$ cat src/design/ptw_pkg.sv
// ============================================================================
// Page table walker package
// Shared widths, codes, types and helpers for the four-level walker.
// ============================================================================
`default_nettype none

package ptw_pkg;

    localparam int LA_BITS            = 48;
    localparam int ENTRY_BITS         = 64;
    localparam int ADDR_BITS          = 52;
    localparam int ROOT_BITS          = 40;
    localparam int LEVEL_BITS         = 2;
    localparam int INDEX_BITS         = 9;
    localparam int PAGE_SHIFT         = 12;
    localparam int DEF_PHYS_ADDR_BITS = 52;

    localparam int PRESENT_BIT = 0;
    localparam int LARGE_BIT   = 7;

    typedef enum logic
    {
        KIND_REQUEST = 1'b0,
        KIND_ENTRY   = 1'b1
    } in_kind_t;

    typedef enum logic
    {
        RES_READ = 1'b0,
        RES_DONE = 1'b1
    } res_kind_t;

    typedef enum logic [1:0]
    {
        STATUS_OK          = 2'd0,
        STATUS_NOT_PRESENT = 2'd1,
        STATUS_NO_WALK     = 2'd2
    } walk_status_t;

    localparam logic [LEVEL_BITS-1:0] LEVEL_TOP  = 2'd0;
    localparam logic [LEVEL_BITS-1:0] LEVEL_2ND  = 2'd1;
    localparam logic [LEVEL_BITS-1:0] LEVEL_3RD  = 2'd2;
    localparam logic [LEVEL_BITS-1:0] LEVEL_LAST = 2'd3;

    typedef struct packed
    {
        logic                  active;
        logic [LEVEL_BITS-1:0] level;
        logic [LA_BITS-1:0]    la;
    } walk_state_t;

    typedef struct packed
    {
        walk_status_t          status;
        logic [ENTRY_BITS-1:0] value;
        logic [LEVEL_BITS-1:0] level;
        logic [ADDR_BITS-1:0]  read_address;
    } result_t;

    function automatic logic [INDEX_BITS-1:0] table_index(
        input logic [LA_BITS-1:0]    la,
        input logic [LEVEL_BITS-1:0] level
    );
        logic [INDEX_BITS-1:0] idx;
        begin
            unique case (level)
                LEVEL_TOP:  idx = la[47:39];
                LEVEL_2ND:  idx = la[38:30];
                LEVEL_3RD:  idx = la[29:21];
                default:    idx = la[20:12];
            endcase
            return idx;
        end
    endfunction

endpackage

`default_nettype wire

$ cat src/design/ptw_step.sv
// ============================================================================
// Page table walker step
// Handles one item: works out the result and the next walk state.
// ============================================================================
`default_nettype none

module ptw_step
    import ptw_pkg::*;
#(
    parameter int PHYS_ADDR_BITS = DEF_PHYS_ADDR_BITS
)
(
    input  wire logic [ROOT_BITS-1:0]  root_table_frame,
    input  wire walk_state_t           state_cur,
    input  wire in_kind_t              kind,
    input  wire logic [LA_BITS-1:0]    linear_address,
    input  wire logic [ENTRY_BITS-1:0] entry_data,
    output walk_state_t                state_next,
    output res_kind_t                  res_kind,
    output result_t                    res
);

    localparam int FRAME_BITS = PHYS_ADDR_BITS - PAGE_SHIFT;

    logic                      present;
    logic                      large_page;
    logic                      ends;
    logic [LEVEL_BITS-1:0]     level_up;
    logic [FRAME_BITS-1:0]     frame;
    logic [LEVEL_BITS-1:0]     addr_level;
    logic [LA_BITS-1:0]        addr_la;
    logic [INDEX_BITS-1:0]     idx;
    logic [PHYS_ADDR_BITS-1:0] phys_addr;

    assign present    = entry_data[PRESENT_BIT];
    assign large_page = entry_data[LARGE_BIT];
    assign ends       = (state_cur.level == LEVEL_LAST)
                     || (((state_cur.level == LEVEL_2ND) || (state_cur.level == LEVEL_3RD))
                         && large_page);
    assign level_up   = state_cur.level + LEVEL_BITS'(1);

    always_comb
    begin
        if (kind == KIND_REQUEST)
        begin
            frame      = root_table_frame[FRAME_BITS-1:0];
            addr_level = LEVEL_TOP;
            addr_la    = linear_address;
        end
        else
        begin
            frame      = entry_data[PAGE_SHIFT +: FRAME_BITS];
            addr_level = level_up;
            addr_la    = state_cur.la;
        end
    end

    assign idx       = table_index(addr_la, addr_level);
    assign phys_addr = {frame, idx, 3'b000};

    always_comb
    begin
        state_next       = state_cur;
        res_kind         = RES_DONE;
        res.status       = STATUS_OK;
        res.value        = '0;
        res.level        = LEVEL_TOP;
        res.read_address = '0;
        if (kind == KIND_REQUEST)
        begin
            state_next.active = 1'b1;
            state_next.level  = LEVEL_TOP;
            state_next.la     = linear_address;
            res_kind          = RES_READ;
            res.read_address  = ADDR_BITS'(phys_addr);
        end
        else if (!state_cur.active)
        begin
            res.status = STATUS_NO_WALK;
        end
        else
        begin
            res.value = entry_data;
            res.level = state_cur.level;
            if (!present || ends)
            begin
                state_next.active = 1'b0;
                state_next.level  = LEVEL_TOP;
                res.status        = present ? STATUS_OK : STATUS_NOT_PRESENT;
            end
            else
            begin
                state_next.level = level_up;
                res_kind         = RES_READ;
                res.read_address = ADDR_BITS'(phys_addr);
            end
        end
    end

endmodule

`default_nettype wire

$ cat src/design/four_level_page_table_walker.sv
// ============================================================================
// Four-level page table walker
// Walks 48-bit linear addresses through four levels of page tables, issuing
// one entry read request per level and finishing on a leaf or a fault.
// ============================================================================
//
// Channel  Direction  Handshake          Contents
// s        in         s_tvalid/s_tready  request or returned entry
// m        out        m_tvalid/m_tready  read request or walk result
// cfg      in         cfg_we             root table frame
//
// An item passes an input register and then a result register, and one item
// is taken every cycle while the result side keeps up. The walk state is
// updated as each item leaves the input register, so the next item always
// sees it. Reset idles the walker and clears both stages. When the result
// is not taken, the input register holds one further item.
//
`default_nettype none

module four_level_page_table_walker
    import ptw_pkg::*;
#(
    parameter int PHYS_ADDR_BITS = DEF_PHYS_ADDR_BITS
)
(
    input  wire logic                 clk,
    input  wire logic                 rst_n,
    input  wire logic                 cfg_we,
    input  wire logic [ROOT_BITS-1:0] cfg_wdata,
    input  wire logic                 s_tvalid,
    output logic                      s_tready,
    // [47:0] linear_address, [111:48] entry_data
    input  wire logic [111:0]         s_tdata,
    // [0] kind
    input  wire logic                 s_tuser,
    output logic                      m_tvalid,
    input  wire logic                 m_tready,
    // [51:0] read_address, [53:52] entry_level, [117:54] entry_value,
    // [119:118] walk_status
    output logic [119:0]              m_tdata,
    // [0] result_kind
    output logic                      m_tuser
);

    logic [ROOT_BITS-1:0]  root_reg;
    walk_state_t           walk_reg;
    walk_state_t           walk_next;
    logic                  in_valid_reg;
    in_kind_t              in_kind_reg;
    logic [LA_BITS-1:0]    in_la_reg;
    logic [ENTRY_BITS-1:0] in_entry_reg;
    logic                  out_valid_reg;
    res_kind_t             out_kind_reg;
    result_t               out_res_reg;
    res_kind_t             step_kind;
    result_t               step_res;
    logic                  advance;

    assign advance  = in_valid_reg && (!out_valid_reg || m_tready);
    assign s_tready = !in_valid_reg || advance;

    ptw_step #(
        .PHYS_ADDR_BITS (PHYS_ADDR_BITS)
    ) u_step (
        .root_table_frame (root_reg),
        .state_cur        (walk_reg),
        .kind             (in_kind_reg),
        .linear_address   (in_la_reg),
        .entry_data       (in_entry_reg),
        .state_next       (walk_next),
        .res_kind         (step_kind),
        .res              (step_res)
    );

    always_ff @(posedge clk or negedge rst_n)
    begin
        if (!rst_n)
        begin
            root_reg      <= '0;
            walk_reg      <= '0;
            in_valid_reg  <= 1'b0;
            out_valid_reg <= 1'b0;
        end
        else
        begin
            if (cfg_we)
            begin
                root_reg <= cfg_wdata;
            end
            if (s_tready)
            begin
                in_valid_reg <= s_tvalid;
            end
            if (advance)
            begin
                walk_reg      <= walk_next;
                out_valid_reg <= 1'b1;
            end
            else if (m_tready)
            begin
                out_valid_reg <= 1'b0;
            end
        end
    end

    always_ff @(posedge clk)
    begin
        if (s_tready && s_tvalid)
        begin
            in_kind_reg  <= in_kind_t'(s_tuser);
            in_la_reg    <= s_tdata[47:0];
            in_entry_reg <= s_tdata[111:48];
        end
        if (advance)
        begin
            out_kind_reg <= step_kind;
            out_res_reg  <= step_res;
        end
    end

    assign m_tvalid = out_valid_reg;
    assign m_tuser  = out_kind_reg;
    assign m_tdata  = out_res_reg;

    a_done_idles: assert property (@(posedge clk) disable iff (!rst_n)
        (advance && step_kind == RES_DONE) |=> !walk_reg.active)
        else $error("walker still active after a finishing result");

    a_request_starts: assert property (@(posedge clk) disable iff (!rst_n)
        (advance && in_kind_reg == KIND_REQUEST)
        |=> (walk_reg.active && walk_reg.level == LEVEL_TOP))
        else $error("request did not start a walk at the top level");

    a_level_needs_walk: assert property (@(posedge clk) disable iff (!rst_n)
        (walk_reg.level != LEVEL_TOP) |-> walk_reg.active)
        else $error("non-zero level while no walk is active");

    a_fault_finishes: assert property (@(posedge clk) disable iff (!rst_n)
        (m_tvalid && (out_res_reg.status == STATUS_NOT_PRESENT
                      || out_res_reg.status == STATUS_NO_WALK))
        |-> (m_tuser == RES_DONE && out_res_reg.read_address == '0))
        else $error("failure result carries a read request");

endmodule

`default_nettype wire
$ cat config.mk
export PLATFORM = sky130hd
export DESIGN_NAME = four_level_page_table_walker
export DESIGN_NICKNAME = d
export VERILOG_FILES = /design/src/design/ptw_pkg.sv /design/src/design/ptw_step.sv /design/src/design/four_level_page_table_walker.sv
export SDC_FILE = /design/constraint.sdc
export NUM_CORES = 1
export LEC_CHECK = 0
export BUFFER_PORTS_ARGS = -buffer_cell sky130_fd_sc_hd__buf_4
export CAP_MARGIN = 10
export CORE_MARGIN = 4
export CORE_UTILIZATION = 30
export CTS_BUF_LIST = sky130_fd_sc_hd__clkbuf_4
export DETAILED_ROUTE_END_ITERATION = 7
export HOLD_SLACK_MARGIN = 0.03
export PLACE_DENSITY = 0.48
export SLEW_MARGIN = 20
export SYNTH_ARGS = -nofsm -noshare
export SYNTH_HDL_FRONTEND = slang
export SYNTH_HIERARCHICAL = 1
export SYNTH_SLANG_ARGS = --single-unit
$ cat constraint.sdc
create_clock -name clk -period 4.48 [get_ports clk]
set_input_delay 0.448 -clock clk [delete_from_list [all_inputs] [get_ports clk]]
set_output_delay 0.448 -clock clk [all_outputs]
set_load 0.05 [all_outputs]
Yosys cells after proc, flatten, opt, wreduce, memory -nomap -nowiden
Cells that the tools add are included.
W data, S select, Z words.
{"block": "word_totals", "input_bits": 158, "regBits": 327}
{"block": "op_classes", "addsub": 1, "n_eq_ne": 6, "bitwise": 1, "n_reduce_logical": 17, "muxes": 18}
{"operator": "$mux W52", "n": 3}
{"operator": "$mux W48", "n": 1}
{"operator": "$mux W40", "n": 1}
{"operator": "$pmux W9 S3", "n": 1}
{"operator": "$mux W2", "n": 4}
{"operator": "$eq A2 B2 Y1 const B", "n": 3}
{"operator": "$mux W1", "n": 6}
{"operator": "$mux W3", "n": 2}
{"operator": "$reduce_and A2 Y1", "n": 3}
{"operator": "$logic_or A1 B1 Y1", "n": 5}
{"operator": "$eq A2 B1 Y1 const B", "n": 2}
{"operator": "$logic_and A1 B1 Y1", "n": 3}
{"operator": "$logic_not A1 Y1", "n": 3}
{"operator": "$reduce_and A3 Y1", "n": 1}
{"operator": "$add A2 B1 Y2 const B", "n": 1}
{"operator": "$logic_not A2 Y1", "n": 1}
{"operator": "$ne A2 B2 Y1 const B", "n": 1}
{"operator": "$reduce_bool A2 Y1", "n": 1}
{"operator": "$not A1 Y1", "n": 1}

Depth between registers and ports, before layout
Gate-level depths: netlist (run 1).
{"block": "logic_depth", "depth_word": 8, "mapped_depth": 6}

By module
Netlist (run 1), hierarchy kept.
{"mod": "four_level_page_table_walker", "instances": 1, "area_each_um2": 10694.0, "cells_per_inst": 434, "seq_area_each_um2": 9354.0}
{"mod": "ptw_step", "instances": 1, "area_each_um2": 2153.3, "cells_per_inst": 319, "seq_area_each_um2": 0.0}

Worst setup path before layout (run 1)
OpenSTA, ideal clock, no wires.
{"block": "synth_timing", "kind": "register to register", "start": "reg out_valid_reg, in the netlist m_tvalid", "end": "reg in_entry_reg[0] (enable)", "path_stages_with_launch": 3, "setup_time_ps": 485, "setup_slack_ps": 164, "n_path_buf": 0, "arrival_time_ps": 3832, "period_less_slack_ps": 4316, "path_cell_list": "dfrtp_1 -> nand3b_1 -> and2_1"}
{"block": "synth_between", "elab_chain_len": 5}
{"item": "from (decl)", "line": "four_level_page_table_walker.sv:52", "source": "logic out_valid_reg;"}
{"item": "from (signal assigned)", "line": "four_level_page_table_walker.sv:82", "source": "out_valid_reg <= 1'b0;"}
{"item": "from (signal assigned)", "line": "four_level_page_table_walker.sv:97", "source": "out_valid_reg <= 1'b1;"}
{"item": "from (signal assigned)", "line": "four_level_page_table_walker.sv:101", "source": "out_valid_reg <= 1'b0;"}
{"item": "$logic_not A1 Y1", "line": "four_level_page_table_walker.sv:59", "source": "assign advance = in_valid_reg && (!out_valid_reg || m_tready);"}
{"item": "$logic_or A1 B1 Y1", "line": "four_level_page_table_walker.sv:59"}
{"item": "$logic_and A1 B1 Y1", "line": "four_level_page_table_walker.sv:59"}
{"item": "$logic_or A1 B1 Y1", "line": "four_level_page_table_walker.sv:60", "source": "assign s_tready = !in_valid_reg || advance;"}
{"item": "net s_tready", "line": "four_level_page_table_walker.sv:31", "source": "output logic s_tready,"}
{"item": "$logic_and A1 B1 Y1", "line": "four_level_page_table_walker.sv:108", "source": "if (s_tready && s_tvalid)"}
{"item": "to (signal assigned)", "line": "four_level_page_table_walker.sv:112", "source": "in_entry_reg <= s_tdata[111:48];"}
{"item": "to (decl)", "line": "four_level_page_table_walker.sv:51", "source": "logic [ENTRY_BITS-1:0] in_entry_reg;"}
The timed path passes the listed nets, and every way through them passes these cells.
A chain may end at the register's enable or synchronous reset.

==> summary.txt, run 1 <==
Run status
  – Status: completed

Cells and area
  – Area delta synth->final: 43.0%
  – Nets: between 1000 and 1500
  – Sequential Area: a little under 9000 sq um
  – Layout cells sized above 1: 0.439
  – Max reg flops: 120
  – Final Non-Filler Cells: 1756
  – Multi-input gate area: just under 3000 sq um
  – Design Area, Final: 17000 sq um
  – Fillers: 3588

GRT
  – Initial antenna violation count: 3
  – Grt ovf: 0
  – Largest net degree at the start of global routing: between 100 and 150
  – Vias in the first global route: ~8300
  – First-pass GRT wire length: 48000 um
  – Total global routing track utilization: 0.148

Clock tree
  – CTS sink cnt: slightly above 300
  – Clk root buf: clkbuf_4
  – H-tree depth: 3
  – Clock-pin slew on the worst setup and hold paths: around 0.060 ns
  – Num CTS Buffers: 85
  – Max Root-Sink Buffers: 3
  – Skew-Pair Late Insertion Delay: roughly 0.74 ns
  – CTS tree: built
  – Setup bufs post-CTS: 0

Routing
  – Final wirelength: between 30000 and 40000 um
  – 1st-pass router iterations: 4
  – ANT nets after route: 0
  – Vias/cell: between 4 and 5
  – Wire per inst: about 18 um
  – DRC Markers: 0
  – Iter 0 DRT Violations: between 300 and 400
  – Via count: about 7800

Power
  – LEAKAGE: ~7 nW
  – Maximum vdd drop: ~0.19 mV
  – PD cells: around 470 nW/um^2

Placement
  – Post-DP Area: around 14000 sq um
  – Gp weighted congestion: around 0.75
  – Detail Placement HPWL: between 15000 and 20000 um
  – Number of port buffers: between 200 and 300
  – # placed instances: 1452

Worst hold path
  – Min-Delay Path Class: primary input to asynchronous set/reset pin

STA
  – Setup TNS: 0 ns
  – Tcrit/Tclk final: 0.700
  – RSZ-0062 raised after global routing: false
  – Max Slew Vio Count: 0
  – Fin. Hold Viols: 0
  – Crit path time final: around 3.1 ns
  – FMAX: approximately 0.32 GHz
  – Final Skew: ~0.038 ns
  – Worst-Margin Slew: just over 0.9 ns
  – Slew HR: 0.392
  – Setup-failing EPs final: 0

Synth
  – Syn Std Cell Area: about 12000 sq um
  – Syn_area_per_cell: between 15 and 20 sq um
  – Syn Inst Count: between 700 and 800
  – Synth warn: 6

Die
  – DIE AREA: about 43000 sq um
  – Ports: 281
  – Die W: slightly above 200 um
  – Initial Utilization: 0.305
  – Core ar.: between 30000 and 40000 sq um
  – # rows: 72
  – Die Y: slightly above 200 um

Critical path
  – Req. time, crit path: ~5 ns
  – Crit Path Class: flip-flop to flip-flop
  – Critical path arrival: about 3.6 ns
  – CP endpoint kind: flip-flop
  – Crit path max fanout: 40
  – Worst setup SP type: flip-flop

Flow run
  – Max_cap viols: 0
## report_power, final
part | internal, mW | total [mW] | switching, mW
Clock | 1.52 | 2.70 | 1.18
Combinational | 0.697 | 1.61 | 0.913
Sequential | 3.41 | 3.61 | 0.203
## what timing repair did
item,4_1_cts,5_1_grt
endpoints found under the hold margin,194,0
resized for setup,0,0
hold buffers,145,0
## worst max-delay path, cell delays in order, from the launching register on
cell and delay (ns):
dfrtp_1 0.66, ha_1 0.78, nand2_1 0.52, nand3_2 0.22
buf_4 0.52, o2bb2ai_1 0.15
## cell type report
| class | count | area share |
|---|---|---|
| well taps | 518 | 0.0382 |
| inverters | 3 | 0.000811 |
| repair buffers | 424 | 0.210 |
| multi-input cells | 349 | 0.170 |
| diodes | 3 | 0.000442 |
| flip-flops and latches | 303 | 0.512 |
| clock buffers | 133 | 0.0588 |
| clock inverters | 23 | 0.00988 |
## cell usage in the layout (no fill, tap or decap), drive strengths merged
cell / n
mux2: 115
and2: 2
nor2b: 2
and3: 66
and2b: 1
clkbuf: 133
conb: 3
o2bb2ai: 40
edfxtp: 222
nand4: 1
nand3: 1
o2111ai: 1
buf: 279
a211oi: 8
dlygate4sd3: 145
bufinv: 3
dfrtp: 81
diode: 3
a32oi: 8
nand2b: 5
o22ai: 8
nand4b: 1
a21oi: 3
nand3b: 2
ha: 1
a31oi: 1
clkinv: 19
inv: 4
nor2: 9
o32ai: 1
nand2: 70
## worst paths after layout
path	start	endpoint	slack, ns	cells past startpoint
worst max-delay path	walk_reg[48]	m_tdata[17]	1.34	5
worst min-delay path	rst_n	root_reg[11]	0.31	2
worst max register to register	walk_reg[48]	m_tdata[17]	1.34	5
worst min register to register	root_reg[1]	root_reg[1]	0.51	1
max in group asynchronous	rst_n	root_reg[9]	3.15	3
min in group clk	cfg_we	root_reg[0]	0.37	2
## layer usage
metal	vias to the layer above	GRT usage	wire, um
met5	-	0	0
met4	0	0.0593	981
met3	71	0.0498	2300
met2	277	0.240	15500
met1	3755	0.182	13700
li1	3654	-	-
## stage by stage
stage / hold slack (ns) / util / setup slack [ns] / power (mW)
4_1_cts: 0.259 / 0.436 / 1.30 / 8.07
2_1_floorplan: 0.152 / - / 0.445 / 4.68
3_3_place_gp: 0.491 / 0.369 / 1.33 / 5.18
3_5_place_dp: 0.497 / 0.369 / 1.29 / 5.20
5_1_grt: 0.270 / 0.436 / 1.13 / 8.36
6_report: 0.307 / 0.436 / 1.34 / 7.92
Note: power is estimated with default switching activity, not from simulation.
==> inputs of run 2 (changes only) <==
--- a/config.mk
+++ b/config.mk
@@ -5,6 +5,7 @@
 export SDC_FILE = /design/constraint.sdc
 export NUM_CORES = 1
 export LEC_CHECK = 0
+export ABC_AREA = 1
 export BUFFER_PORTS_ARGS = -buffer_cell sky130_fd_sc_hd__buf_4
 export CAP_MARGIN = 10
 export CORE_MARGIN = 4
@@ -12,7 +13,7 @@
 export CTS_BUF_LIST = sky130_fd_sc_hd__clkbuf_4
 export DETAILED_ROUTE_END_ITERATION = 7
 export HOLD_SLACK_MARGIN = 0.03
-export PLACE_DENSITY = 0.48
+export PLACE_DENSITY = 0.5
 export SLEW_MARGIN = 20
 export SYNTH_ARGS = -nofsm -noshare
 export SYNTH_HDL_FRONTEND = slang
==> constraint.sdc (replaced) <==
create_clock -name clk -period 2.75 [get_ports clk]
set_input_delay 0.275 -clock clk [delete_from_list [all_inputs] [get_ports clk]]
set_output_delay 0.275 -clock clk [all_outputs]
set_load 0.05 [all_outputs]
==> run 2 against run 1 <==
  * First-iteration DRC count rose by 57%
  * Flip-flop and latch count did not move
  * Critical path depth up 2
  * Routed wire length up 2.9%
  * Design area up 0.96%
  * Fmax increased by 48%
  * Die area rose by 0.26%
  * Combinational power rose by 100%
  * Global-route usage increased by 0.80 points
  * Final cell count rose by 20%
  * Register-to-register slack got worse by 0.72 ns
  * Utilization up 0.42 points
  * Highest routed layer is now met5
==> summary.txt, run 2 <==
Clock tree
  – Skew-Pair Late Insertion Delay: 0.73 ns (about the same)
  – # hold bufs at CTS: 148 (+2.1%)
  – Post-cts sizing count: 0 (unchanged)
  – Clk root buf: clkbuf_4
  – H-tree depth: 3 (unchanged)
  – Num CTS Buffers: 84 (-1.2%)
  – Clock-pin slew on the worst setup and hold paths: 0.06 ns (about the same)
  – CTS tree: built
  – CTS sink cnt: 303 (unchanged)
  – Max Root-Sink Buffers: 3 (unchanged)
  – Setup bufs post-CTS: 0 (unchanged)

Placement
  – Detail Placement HPWL: 20900 um (+8.4%)
  – Place WS: 0.645 ns (-0.646 ns)
  – Number of port buffers: 268 (unchanged)
  – Gp weighted congestion: 0.807 (+7.4%)
  – Post-DP Area: 14400 sq um (+0.62%)

Routing
  – DRC Markers: 0 (unchanged)
  – Wire per inst: 15.8 um (-15%)
  – Vias/cell: 4.28 (-3.0%)
  – Final wirelength: 33400 um (+2.9%)
  – ANT nets after route: 0 (unchanged)
  – Iter 0 DRT Violations: 513 (+57%)
  – 1st-pass router iterations: 6 (+2)
  – Via count: 9058 (+17%)

GRT
  – First-pass GRT wire length: 53000 um (+10%)
  – Total global routing track utilization: 0.156 (+0.00804)
  – Initial antenna violation count: 3 (unchanged)
  – Vias in the first global route: 9542 (+15%)
  – Grt ovf: 0 (unchanged)
  – Largest net degree at the start of global routing: 84 (-42%)

Critical path
  – CP Cell Sequence: ha_1, nand2_1, nand3_2, nand2_2, buf_12, nand3_1, nand2_1
  – CP Buf/Inv Count: 1 (unchanged)
  – Critical path arrival: 2.59 ns (-0.98 ns)
  – Req. time, crit path: 3.21 ns (-1.70 ns)
  – Crit path max fanout: 32 (-20%)
  – R2r setup slk: 0.63 ns (-0.72 ns)
  – Top cell by count, worst path: nand2_1
  – Worst setup SP type: flip-flop
  – CP endpoint kind: flip-flop
  – Worst path depth: 7 (+2)
  – FF-to-FF End: m_tdata[28]
  – Max incr delay on CP: 0.45 ns (-0.33 ns)
  – CP max-delay cell: ha_1
  – Crit Path Class: flip-flop to flip-flop
  – Cells on worst reg2reg path: 7 (+2)
  – Reg2Reg Launch Point: walk_reg[49]
  – Largest delay share family, worst path: simple AND/OR/NAND/NOR gates

Power
  – Maximum vdd drop: 0.405 mV (+120%)
  – LEAKAGE: 7.99 nW (+12%)
  – PnR Total Power: 13.7 mW (+73%)
  – PD cells: 801 nW/um^2 (+72%)

STA
  – Crit path time final: 2.12 ns (-1.01 ns)
  – Fin. Hold Viols: 0 (unchanged)
  – Setup ws final: 0.628 ns (-0.716 ns)
  – Setup-failing EPs final: 0 (unchanged)
  – Max Slew Vio Count: 0 (unchanged)
  – RSZ-0062 raised after global routing: false
  – Tcrit/Tclk final: 0.772 (+0.0718)
  – Slew HR: 0.460 (+0.0673)
  – FMAX: 0.471 GHz (+48%)
  – Final Skew: 0.0293 ns (-0.00825 ns)
  – WHS: 0.134 ns (-0.172 ns)
  – Worst-Margin Slew: 0.810 ns (-0.101 ns)
  – Setup TNS: 0 ns (unchanged)

Cells and area
  – Nets: 1683 (+27%)
  – Area delta synth->final: 44.0%
  – Max reg flops: 120 (unchanged)
  – Commonest non-fill, non-tap cell in the layout: nand2_1
  – Most frequent cells in the layout: 358 x nand2_1, 280 x buf_4, 222 x edfxtp_1, 148 x dlygate4sd3_1, 138 x clkbuf_4
  – Layout cells sized above 1: 0.280 (-0.159)
  – Design Area, Final: 17100 sq um (+0.96%)
  – Fillers: 3726 (+3.8%)

Worst hold path
  – Worst Hold Path Cells: 3
  – Worst Min Path Start: cfg_we
  – Min-Delay Path Class: primary input to flip-flop
  – Hold Path End: root_reg[5]

Die
  – Ports: 281 (unchanged)
  – Die Y: 207 um (+0.13%)
  – Core ar.: 38900 sq um (unchanged)
  – # rows: 72 (unchanged)
  – Initial Utilization: 0.306 (+0.000836)
  – Die W: 207 um (+0.13%)
  – DIE AREA: 42900 sq um (+0.26%)

Flow run
  – Max_cap viols: 0 (unchanged)

Run status
  – Status: completed

Synth
  – Syn_area_per_cell: 11.2 sq um (-33%)
  – Syn Std Cell Area: 11900 sq um (+0.27%)
  – Synth warn: 6 (unchanged)
  – Syn Inst Count: 1060 (+50%)
## run 2: routing by layer
metal,up-vias,track usage,routed length (um)
li1,4413,-,-
met1,4259,0.198,14500
met2,327,0.250,15800
met3,57,0.0499,2160
met4,2,0.0570,875
met5,-,0,13
## run 2: cell type report
class                           instances  area (sq um)  share of cell area
Sequential cell                       303          8690               0.507
Timing Repair Buffer                  434          3700               0.216
Multi-Input combinational cell        590          2450               0.143
Clock buffer                          138          1040              0.0604
Tap cell                              518           648              0.0378
Inverter                              111           424              0.0247
Clock inverter                         17           171              0.0100
Antenna cell                            4          10.0            0.000584
## run 2: how the worst max path moves through the flow
stage	start	to
floorplan	m_tvalid	m_tdata[0]
finish	walk_reg[49]	m_tdata[28]
CTS	walk_reg[49]	m_tdata[28]
global route	walk_reg[49]	m_tdata[36]
detailed placement	walk_reg[49]	m_tdata[12]
global placement	walk_reg[49]	m_tdata[30]
## run 2: worst reg2reg max path: stages (launching register included)
cell and delay (ns):
dfrtp_1 0.41, ha_1 0.45, nand2_1 0.10, nand3_2 0.12, nand2_2 0.31, buf_12 0.32
nand3_1 0.11, nand2_1 0.06
## run 2: metrics by stage
stage,instances,utilization
6_report,2115,0.440
5_1_grt,2115,0.440
3_3_place_gp,1808,0.371
2_1_floorplan,1062,-
4_1_cts,2111,0.440
3_5_place_dp,1808,0.371
## run 2: power breakdown
part / switching, mW / total, mW / internal [mW]
clock network: 1.87 / 4.51 / 2.63
registers: 0.288 / 5.99 / 5.70
logic: 2.22 / 3.23 / 1.00
total: 4.39 / 13.7 / 9.34
